File: config.mk
export PLATFORM = sky130hd
export DESIGN_NAME = chm_front
export DESIGN_NICKNAME = d
export VERILOG_FILES = /design/src/rtl/chm_pkg.sv /design/src/rtl/chm_front.sv
export SDC_FILE = /design/constraint.sdc
export NUM_CORES = 1
export LEC_CHECK = 0
export BUFFER_PORTS_ARGS = -buffer_cell sky130_fd_sc_hd__buf_4
export CORE_MARGIN = 8
export CORE_UTILIZATION = 47
export CTS_CLUSTER_SIZE = 14
export DETAILED_ROUTE_END_ITERATION = 10
export PLACE_DENSITY = 0.75
export SYNTH_ARGS = -nofsm -noshare
export SYNTH_HDL_FRONTEND = slang
export SYNTH_SLANG_ARGS = --single-unit
File: constraint.sdc
create_clock -name clk -period 3.44 [get_ports clk]
set_input_delay 0.172 -clock clk [delete_from_list [all_inputs] [get_ports clk]]
set_output_delay 0.172 -clock clk [all_outputs]
set_load 0.05 [all_outputs]
File: src/rtl/chm_pkg.sv
// shared types and constants for the chained hash map
package chm_pkg;

    localparam int KEY_W = 31;
    localparam int VAL_W = 32;
    localparam int MODE_W = 2;
    localparam int LG_W = 4;

    // request mode codes
    localparam logic [MODE_W-1:0] MODE_LOOKUP = 2'd0;
    localparam logic [MODE_W-1:0] MODE_INSERT = 2'd1;
    localparam logic [MODE_W-1:0] MODE_ERASE = 2'd2;

    // value returned by a lookup miss
    localparam logic [VAL_W-1:0] MISS_VALUE = 32'h8000_0000;

    // status codes
    localparam logic STATUS_DONE = 1'b0;
    localparam logic STATUS_FULL = 1'b1;

    typedef struct packed {
        logic [MODE_W-1:0] mode;
        logic [KEY_W-1:0] key;
        logic signed [VAL_W-1:0] value;
    } req_t;

    typedef struct packed {
        logic found;
        logic signed [VAL_W-1:0] read_value;
        logic status;
    } rsp_t;

    // operation after classification
    typedef enum logic [1:0] {
        OP_LOOKUP = 2'd0,
        OP_INSERT = 2'd1,
        OP_ERASE = 2'd2,
        OP_NONE = 2'd3
    } op_t;

    typedef struct packed {
        op_t op;
        logic [KEY_W-1:0] key;
        logic [VAL_W-1:0] value;
    } item_t;

endpackage

File: src/rtl/chm_front.sv
// request intake, classification and two-deep request queue
module chm_front
    import chm_pkg::*;
(
    input  logic  clk,
    input  logic  rst_n,
    input  logic  start,
    input  req_t  request,
    output logic  busy,
    input  logic  pop,
    output logic  q_valid,
    output item_t q_item
);

    item_t slot_reg [2];
    logic wr_ptr_reg;
    logic rd_ptr_reg;
    logic [1:0] fill_reg;
    item_t cls;
    logic push;
    logic do_pop;

    // classify the incoming request
    always_comb
    begin
        cls.key = request.key;
        cls.value = request.value;
        case (request.mode)
            MODE_LOOKUP: cls.op = OP_LOOKUP;
            MODE_INSERT: cls.op = OP_INSERT;
            MODE_ERASE: cls.op = OP_ERASE;
            default: cls.op = OP_NONE;
        endcase
    end

    assign busy = (fill_reg == 2'd2);
    assign push = start && !busy;
    assign q_valid = (fill_reg != 2'd0);
    assign do_pop = pop && q_valid;
    assign q_item = slot_reg[rd_ptr_reg];

    // queue storage
    always_ff @(posedge clk)
    begin
        if (push)
        begin
            slot_reg[wr_ptr_reg] <= cls;
        end
    end

    // queue pointers
    always_ff @(posedge clk or negedge rst_n)
    begin
        if (!rst_n)
        begin
            wr_ptr_reg <= 1'b0;
            rd_ptr_reg <= 1'b0;
            fill_reg <= 2'd0;
        end
        else
        begin
            if (push)
            begin
                wr_ptr_reg <= !wr_ptr_reg;
            end
            if (do_pop)
            begin
                rd_ptr_reg <= !rd_ptr_reg;
            end
            fill_reg <= fill_reg + 2'(push) - 2'(do_pop);
        end
    end

endmodule

==> run metrics, run 1 <==
Total Nets Final=just over 500; hold_buf cts=a little under 70; # diodes=0; leading post-synthesis cells by cell area=edfxtp_1 77%, mux2_4 12%, mux2_2 5.6%; crit path cell chain=mux2_2 -> buf_4; Slew headroom=~25%; post-layout worst setup margin=0.932 ns; number of slew-limit violations in the final report=0; routed length per instance=approximately 17 um; post-synthesis instance area=around 5000 um^2; number of nets produced by synthesis=between 200 and 300; CP max-delay cell=dfrtp_4; post-detailed-route DRC marker count=0; max incr delay on CP=1.17 ns; fraction of synthesized cell area taken by the top area cell type=between 70% and 80%; critical-path maximum fanout=66; largest net degree at the start of global routing=67; Leakage=2.92 nW; worst slew pin tran=between 1 and 1.5 ns; clock root buffer master=clkbuf_8; cell class contributing the biggest share of worst-path delay=flip-flops; remaining antenna violation count=0; largest buffer count on any clock path=2; Synth Warn #=0; number of instances in the synthesized netlist=roughly 220; Worst Setup Slack post-DPL=~1.4 ns; first-pass GRT wire length=about 15 mm; average instance area after synthesis=around 23 um^2; row count=38; depth of the CTS H-tree=4; smallest hold slack=about 0.058 ns; Area Overhead vs Synth=46.6%; met2 usage=between 20% and 30%; worst path required time=3.27 ns; clk_skew=0.00524 ns; count of buffers added by post-CTS timing repair for setup=0; arrival time reported for the critical path endpoint=2.34 ns; startpoint kind of the worst setup timing path=flip-flop; HPWL after DPL=about 6 mm; buffers added on ports=between 100 and 150; first-pass iteration count of the detailed router=4; critical path start-end classification=reg2out; latest clock arrival within the worst-skew pair=~0.51 ns; worst vdd rail ir drop=approximately 0.60 mV; Fmax achieved=0.399 GHz; sequential share of the synthesized area=a little under 80%; commonest non-fill, non-tap cells in the layout=137 x buf_4, 130 x edfxtp_1, 68 x dlygate4sd3_1; Most Crowded Layer GR=met2; sum of negative setup slack=0 ns; overall via count from detail_route=2736; Std-Cell Core Area=around 11000 um^2; layout cell share with drive strength beyond 1=52.0%; final critical-path required period=~2.5 ns; starting utilization of the core area=a little under half; number of vias per cell=around 4.6; total power per unit cell area=approximately 940 nW/um^2; met1 Track Usage GR=14.1%; type of the worst min-delay path=in2reg; GR Layer Usage met3=under 10%; share of the clock period used by the worst path after layout=72.9%; final hold violation count=0; total congestion overflow=0; CP Buf/Inv Count=1; DRT Wirelength=9.82 mm; vertical die dimension=approximately 120 um; area leader, netlist=edfxtp_1; post-cts repair resize count=0; vias in the first global route=approximately 3100; clock transition time at the flip-flop clock pins of the worst setup and hold paths=approximately 0.05 ns; flop and latch count out of synthesis=between 100 and 150; max-capacitance violation count=0; Initial DRC Count=100; die area=about 14000 um^2; total CTS buffers=17; distinct cell type count after synthesis=17; GRT Overall Usage=about 14%; antenna violations before repair=0; Setup Viol. Count Final=0; most frequent standard cell in the layout excluding fill and tap cells=buf_4; TritonCTS clock tree=built; Worst setup EP type=output port; io pins=between 100 and 150; Placer Congestion=0.637; total design power=0.00698 W; x dimension of the die=120 um; max FFs per register=130; run status=completed; sinks on the clock net=between 100 and 150; unrepaired setup endpoints after global routing=no
path summary, 6_finish.rpt:
| path | cells after the start | end | from | slack, ns |
|---|---|---|---|---|
| worst max-delay path | 2 | q_item[0] | rd_ptr_reg | 0.93 |
| worst min-delay path | 3 | wr_ptr_reg | start | 0.06 |
| worst max register to register | 4 | slot_reg[0][17] | fill_reg[1] | 1.47 |
| worst min register to register | 1 | fill_reg[1] | fill_reg[1] | 0.51 |
| max in group asynchronous | 3 | rd_ptr_reg | rst_n | 2.66 |
| min in group asynchronous | 3 | fill_reg[0] | rst_n | 0.57 |
tightest hold or removal path, delay by kind of cell:
family / cells / cell delay (ns)
xor+xnor: 1 / 0.08
simple gates: 1 / 0.15
buf+inv: 1 / 0.11
per-stage QoR:
stage / utilization [%] / instance area (um^2) / std cells
finish: 69.6 / 7420 / 590
global placement: 58.3 / 6210 / 490
CTS: 69.6 / 7420 / 590
floorplan: - / 5060 / 222
detailed placement: 58.3 / 6210 / 490
global route: 69.6 / 7420 / 590
report_power, final:
group | internal [W] | switching [W] | total [W]
Combinational | 0.00111 | 0.00179 | 0.00289
Sequential | 0.00224 | 0.000288 | 0.00253
Clock | 0.000941 | 0.000617 | 0.00156
synthesized netlist by cell type:
| cell type | instances |
|---|---|
| buf_2 | 2 |
| and2_1 | 1 |
| inv_1 | 2 |
| or2_1 | 1 |
| mux2_4 | 40 |
| ha_1 | 2 |
| nor2_1 | 1 |
| xor2_1 | 1 |
| nand2_1 | 1 |
| xnor2_1 | 3 |
| and3_1 | 1 |
| buf_6 | 5 |
| nand2b_1 | 1 |
| dfrtp_1 | 4 |
| clkbuf_1 | 2 |
| mux2_2 | 25 |
| edfxtp_1 | 130 |
routing by layer:
metal / up-vias / part of all wire, %
met4: 0 / 0.64
li1: 1302 / -
met3: 7 / 7.5
met5: - / 0
met1: 1334 / 39
met2: 93 / 53
cell type report:
cell class | count | area, um^2
clock buffers | 17 | 414
clock inverters | 15 | 115
fillers | 680 | 3230
inverters | 2 | 7.51
multi-input cells | 77 | 987
flip-flops and latches | 134 | 4010
well taps | 140 | 175
repair buffers | 205 | 1710
cells by family after synthesis:
group                      after synthesis  synth area share [%]
muxes                                   65                  17.4
adders and majority gates                2                 0.494
buffers and inverters                   11                  1.61
and+or+nand+nor                          6                 0.643
DFF                                    134                  79.1
xor gates and xnor gates                 4                 0.693
Note: power is estimated with default switching activity, not from simulation.
==> run 2: changes to the inputs <==
==> constraint.sdc (replaced) <==
create_clock -name clk -period 2.2 [get_ports clk]
set_input_delay 0.11 -clock clk [delete_from_list [all_inputs] [get_ports clk]]
set_output_delay 0.11 -clock clk [all_outputs]
set_load 0.05 [all_outputs]
==> run metrics, run 2 (synthesis gave the netlist of run 1 again) <==
total CTS buffers=17 (unchanged); x dimension of the die=120 um (unchanged); min-delay src=request[5]; CP max-delay cell=dfrtp_4; starting utilization of the core area=47.5% (unchanged); layout cell share with drive strength beyond 1=52.0% (about the same); routed length per instance=16.2 um (-2.5%); final hold violation count=0 (unchanged); max-capacitance violation count=0 (unchanged); GRT Overall Usage=13.7% (-0.054 points); latest clock arrival within the worst-skew pair=0.49 ns (-0.02 ns); # diodes=0 (unchanged); standard cell area after detailed placement=6290 um^2 (+1.4%); clk_skew=0.00636 ns (+0.00112 ns); Slew headroom=80.1% (+55 points); row count=38 (unchanged); post-detailed-route DRC marker count=0 (unchanged); HPWL after DPL=6.24 mm (+6.1%); Post-Layout Inst Area=7540 um^2 (+1.7%); worst vdd rail ir drop=0.873 mV (+46%); total congestion overflow=0 (unchanged); smallest hold slack=0.339 ns (+0.281 ns); post-route non-filler standard cell count=596 (+1.0%); share of the clock period used by the worst path after layout=between 90% and 100%; worst path required time=2.09 ns (-1.18 ns); Placer Congestion=0.664 (+4.1%); Area Overhead vs Synth=49.0%; DRT Wirelength=9.68 mm (-1.5%); Critical R2R Launch=fill_reg[1]; Worst setup EP type=output port; clock root buffer master=clkbuf_8; largest buffer count on any clock path=2 (unchanged); type of the worst min-delay path=in2reg; number of slew-limit violations in the final report=0 (unchanged); max FFs per register=130 (unchanged); worst slew pin tran=0.298 ns (-0.830 ns); commonest non-fill, non-tap cells in the layout=137 x buf_4, 130 x edfxtp_1, 69 x dlygate4sd3_1; die area=14300 um^2 (unchanged); Setup Viol. Count Final=0 (unchanged); CP Buf/Inv Count=2 (+1); depth of the CTS H-tree=4 (unchanged); Leakage=2.99 nW (+2.3%); cell total after placement=495 (+1.0%); antenna violations before repair=0 (unchanged); vertical die dimension=120 um (unchanged); critical path start-end classification=reg2out; io pins=136 (unchanged); worst r2r dst=fill_reg[1]; number of instances on the worst hold path=2 (-1); startpoint kind of the worst setup timing path=flip-flop; vias in the first global route=3156 (+1.4%); unrepaired setup endpoints after global routing=no; area of the multi-input gates=987 um^2 (unchanged); run status=completed; critical-path maximum fanout=15 (-77%); sum of negative setup slack=0 ns (unchanged); fillcell total=673 (-1.0%); remaining antenna violation count=0 (unchanged); crit path cell chain=buf_4 -> mux2_2 -> buf_4; largest net degree at the start of global routing=48 (-28%); most frequent standard cell in the layout excluding fill and tap cells=buf_4; overall via count from detail_route=2767 (+1.1%); cell class contributing the biggest share of worst-path delay=flip-flops; most numerous cell on the critical path=buf_4; number of vias per cell=4.64 (+0.11%); max incr delay on CP=0.60 ns (-0.57 ns); sinks on the clock net=134 (unchanged); total power per unit cell area=1480 nW/um^2 (+57%); Total Nets Final=514 (+1.2%); Std-Cell Core Area=10700 um^2 (unchanged); TritonCTS clock tree=built; worst r2r path cells=7 (+3); final critical-path required period=between 2 and 2.5 ns; first-pass GRT wire length=15.4 mm (+0.27%); arrival time reported for the critical path endpoint=1.97 ns (-0.37 ns); final core area utilization=70.8% (+1.2 points); logic depth of the worst path, buffers included=3 (+1); worst reg2reg setup slack=0.48 ns (-0.99 ns); Fmax achieved=0.480 GHz; Initial DRC Count=105 (+5.0%); clock transition time at the flip-flop clock pins of the worst setup and hold paths=0.06 ns (about the same); destination of the worst hold path=slot_reg[1][5]; first-pass iteration count of the detailed router=4 (unchanged); buffers added on ports=135 (unchanged); Storage cell area=4010 um^2 (unchanged)
run 2: cell types whose count changed in the layout (fill, tap and decap cells not counted), sizes merged:
cell | before | now
buf | 137 | 142
clkinv | 8 | 9
bufinv | 1 | 2
dlygate4sd3 | 68 | 69
clkinvlp | 6 | 2
inv | 2 | 3
clkbuf | 17 | 18
run 2: worst max-delay path by stage:
stage                            from              to  slack, ns
after floorplan           fill_reg[1]  slot_reg[0][0]       0.20
after global placement    fill_reg[1]     fill_reg[1]       0.56
after detailed placement  fill_reg[1]     fill_reg[1]       0.50
after CTS                  rd_ptr_reg      q_item[60]       0.02
after global routing       rd_ptr_reg       q_item[1]       0.02
final                      rd_ptr_reg       q_item[1]       0.12
run 2: area by class of cell:
class | instances | share of cell area [%]
well taps | 140 | 2.32
clock buffers | 18 | 5.54
repair buffers | 211 | 24.0
flip-flops and latches | 134 | 53.1
multi-input cells | 77 | 13.1
inverters | 2 | 0.0996
clock inverters | 14 | 1.79
run 2: per-layer routing:
| metal | global-route usage [%] | wire length, um | up-vias | share of wire [%] |
|---|---|---|---|---|
| li1 | - | - | 1315 | - |
| met1 | 13.8 | 3720 | 1351 | 38 |
| met2 | 24.6 | 5200 | 93 | 54 |
| met3 | 6.11 | 680 | 8 | 7.0 |
| met4 | 4.92 | 73 | 0 | 0.75 |
| met5 | 0 | 0 | - | 0 |
run 2: where the power goes:
group	switching, W	internal [W]
registers	0.000220	0.00350
logic	0.00305	0.00182
clock network	0.000959	0.00160
run 2: through the flow:
stage / setup slack (ns) / power, W
6_report: 0.117 / 0.0112
5_1_grt: 0.0176 / 0.0116
4_1_cts: 0.0214 / 0.0113
3_5_place_dp: 0.498 / 0.00860
3_3_place_gp: 0.557 / 0.00854
2_1_floorplan: 0.203 / 0.00728
run 2: repair_timing:
item                                    in CTS  in global routing
gates resized for setup                      0                  1
endpoints found under the hold margin      136                  0
hold buffers                                69                  0
setup buffers                                0                  0
endpoints found under the setup margin       0                 16
==> run 3: changes to the inputs <==
--- a/config.mk
+++ b/config.mk
@@ -6,11 +6,13 @@
 export NUM_CORES = 1
 export LEC_CHECK = 0
 export BUFFER_PORTS_ARGS = -buffer_cell sky130_fd_sc_hd__buf_4
+export CAP_MARGIN = 25
 export CORE_MARGIN = 8
 export CORE_UTILIZATION = 47
 export CTS_CLUSTER_SIZE = 14
 export DETAILED_ROUTE_END_ITERATION = 10
 export PLACE_DENSITY = 0.75
+export RECOVER_POWER = 50
 export SYNTH_ARGS = -nofsm -noshare
 export SYNTH_HDL_FRONTEND = slang
 export SYNTH_SLANG_ARGS = --single-unit
==> run metrics, run 3 (synthesis gave the netlist of run 1 again) <==
HPWL after DPL=6.24 mm (unchanged); overall via count from detail_route=2774 (+0.25%); GRT Overall Usage=13.7% (unchanged); Leakage=2.93 nW (-1.8%); Worst setup EP type=output port; worst path required time=2.09 ns (about the same); total CTS buffers=17 (unchanged); layout cell share with drive strength beyond 1=49.6% (-2.4 points); final hold violation count=0 (unchanged); largest net degree at the start of global routing=48 (unchanged); total power per unit cell area=1480 nW/um^2 (+0.32%); row count=38 (unchanged); switching power share of the total=38.0% (about the same); starting utilization of the core area=47.5% (unchanged); DRT Wirelength=9.57 mm (-1.1%); vias in the first global route=3156 (unchanged); post-detailed-route DRC marker count=0 (unchanged); latest clock arrival within the worst-skew pair=0.49 ns (about the same); post-route non-filler standard cell count=596 (unchanged); largest buffer count on any clock path=2 (unchanged); max-capacitance violation count=0 (unchanged); share of the clock period used by the worst path after layout=94.7% (about the same); unrepaired setup endpoints after global routing=no; type of the worst min-delay path=in2reg; worst slew pin tran=0.482 ns (+0.184 ns); net switching power=0.00422 W (-0.42%); startpoint kind of the worst setup timing path=flip-flop; # diodes=0 (unchanged); sinks on the clock net=134 (unchanged); Fmax achieved=0.480 GHz (about the same); Setup Viol. Count Final=0 (unchanged); total congestion overflow=0 (unchanged); clk_skew=0.00658 ns (+0.000224 ns); share of total power in the clock network=23.0% (about the same); antenna violations before repair=0 (unchanged); Internal Dissipation=0.00688 W (-0.51%); clock transition time at the flip-flop clock pins of the worst setup and hold paths=0.06 ns (about the same); Std-Cell Core Area=10700 um^2 (unchanged); x dimension of the die=120 um (unchanged); Initial DRC Count=110 (+4.8%); most frequent standard cell in the layout excluding fill and tap cells=edfxtp_1; clock root buffer master=clkbuf_8; first-pass GRT wire length=15.4 mm (unchanged); die area=14300 um^2 (unchanged); relative contribution of sequential cells to total power=33.4% (about the same); first-pass iteration count of the detailed router=4 (unchanged); number of vias per cell=4.65 (+0.25%); sum of negative setup slack=0 ns (unchanged); Area Overhead vs Synth=47.8%; critical-path maximum fanout=15 (unchanged); buffers added on ports=135 (unchanged); max FFs per register=130 (unchanged); io pins=136 (unchanged); commonest non-fill, non-tap cells in the layout=130 x edfxtp_1, 71 x buf_4, 69 x dlygate4sd3_1; final critical-path required period=2.08 ns (+0.0000470 ns); Slew headroom=67.9% (-12 points); Combinational Power Share=43.5% (-0.2 points); cell total after placement=495 (unchanged); Placer Congestion=0.664 (unchanged); run status=completed; depth of the CTS H-tree=4 (unchanged); remaining antenna violation count=0 (unchanged); routed length per instance=16.1 um (-1.1%); number of slew-limit violations in the final report=0 (unchanged); Total Nets Final=514 (unchanged); critical path start-end classification=reg2out; final core area utilization=70.2% (-0.56 points); TritonCTS clock tree=built; vertical die dimension=120 um (unchanged); worst vdd rail ir drop=0.869 mV (-0.38%); arrival time reported for the critical path endpoint=1.97 ns (about the same)
==> run 3: cell types whose count changed in the layout (fill, tap and decap cells not counted) <==
cell | previous run | this run
buf_12 | 4 | 3
buf_4 | 137 | 71
clkbuf_1 | 1 | 11
clkbuf_2 | 0 | 1
clkbuf_4 | 0 | 56
nor2_1 | 0 | 1
nor2_4 | 1 | 0
or2_0 | 0 | 1
or2_1 | 1 | 0
==> run 3: final timing paths <==
kind	startpoint	end	slack, ns	cells past startpoint
worst max-delay path	rd_ptr_reg	q_item[1]	0.12	3
worst min-delay path	request[5]	slot_reg[1][5]	0.36	2
worst max register to register	fill_reg[1]	slot_reg[0][34]	0.43	4
worst min register to register	wr_ptr_reg	wr_ptr_reg	0.50	1
max in group asynchronous	rst_n	rd_ptr_reg	1.45	3
min in group asynchronous	rst_n	fill_reg[0]	0.56	3
==> run 3: critical path: stages (launching register included) <==
cell and delay (ns):
dfrtp_4 0.60, buf_4 0.32, mux2_2 0.36, buf_4 0.19
==> run 3: area by class of cell <==
cell class | instances | area, um^2
fillers | 689 | 3170
clock inverters | 14 | 135
repair buffers | 211 | 1760
flip-flops and latches | 134 | 4010
clock buffers | 18 | 418
multi-input cells | 77 | 980
inverters | 2 | 7.51
well taps | 140 | 175
==> run 3: per-stage QoR <==
| stage | setup slack, ns | hold slack [ns] | instance area, um^2 | power (W) |
|---|---|---|---|---|
| final | 0.117 | 0.359 | 7480 | 0.0111 |
| after global routing | 0.0176 | 0.334 | 7480 | 0.0115 |
| after CTS | 0.0214 | 0.303 | 7540 | 0.0113 |
| after detailed placement | 0.498 | -0.0910 | 6290 | 0.00860 |
| after global placement | 0.557 | -0.0889 | 6290 | 0.00854 |
| after floorplan | 0.203 | -0.186 | 5070 | 0.00728 |
==> run 3: per-layer routing <==
layer / part of all wire [%] / vias to the layer above / track usage [%] / routed length, um
met2: 54 / 89 / 24.6 / 5130
met1: 38 / 1359 / 13.8 / 3670
met5: 0 / - / 0 / 0
li1: - / 1318 / - / -
met3: 7.3 / 8 / 6.11 / 696
met4: 0.76 / 0 / 4.92 / 73
==> run 3: timing repair <==
action                     CTS  global route
hold endpoints to repair   136             0
setup buffers                0             0
setup endpoints to repair    0            16
gates resized for setup      0             1
hold buffers                69             0
==> run 3: power by group through the flow <==
stage          registers, W  clock network, W  logic [W]
2_1_floorplan       0.00366                 0    0.00362
3_3_place_gp        0.00373                 0    0.00482
3_5_place_dp        0.00377                 0    0.00483
4_1_cts             0.00372           0.00262    0.00494
5_1_grt             0.00377           0.00271    0.00507
6_report            0.00371           0.00256    0.00483
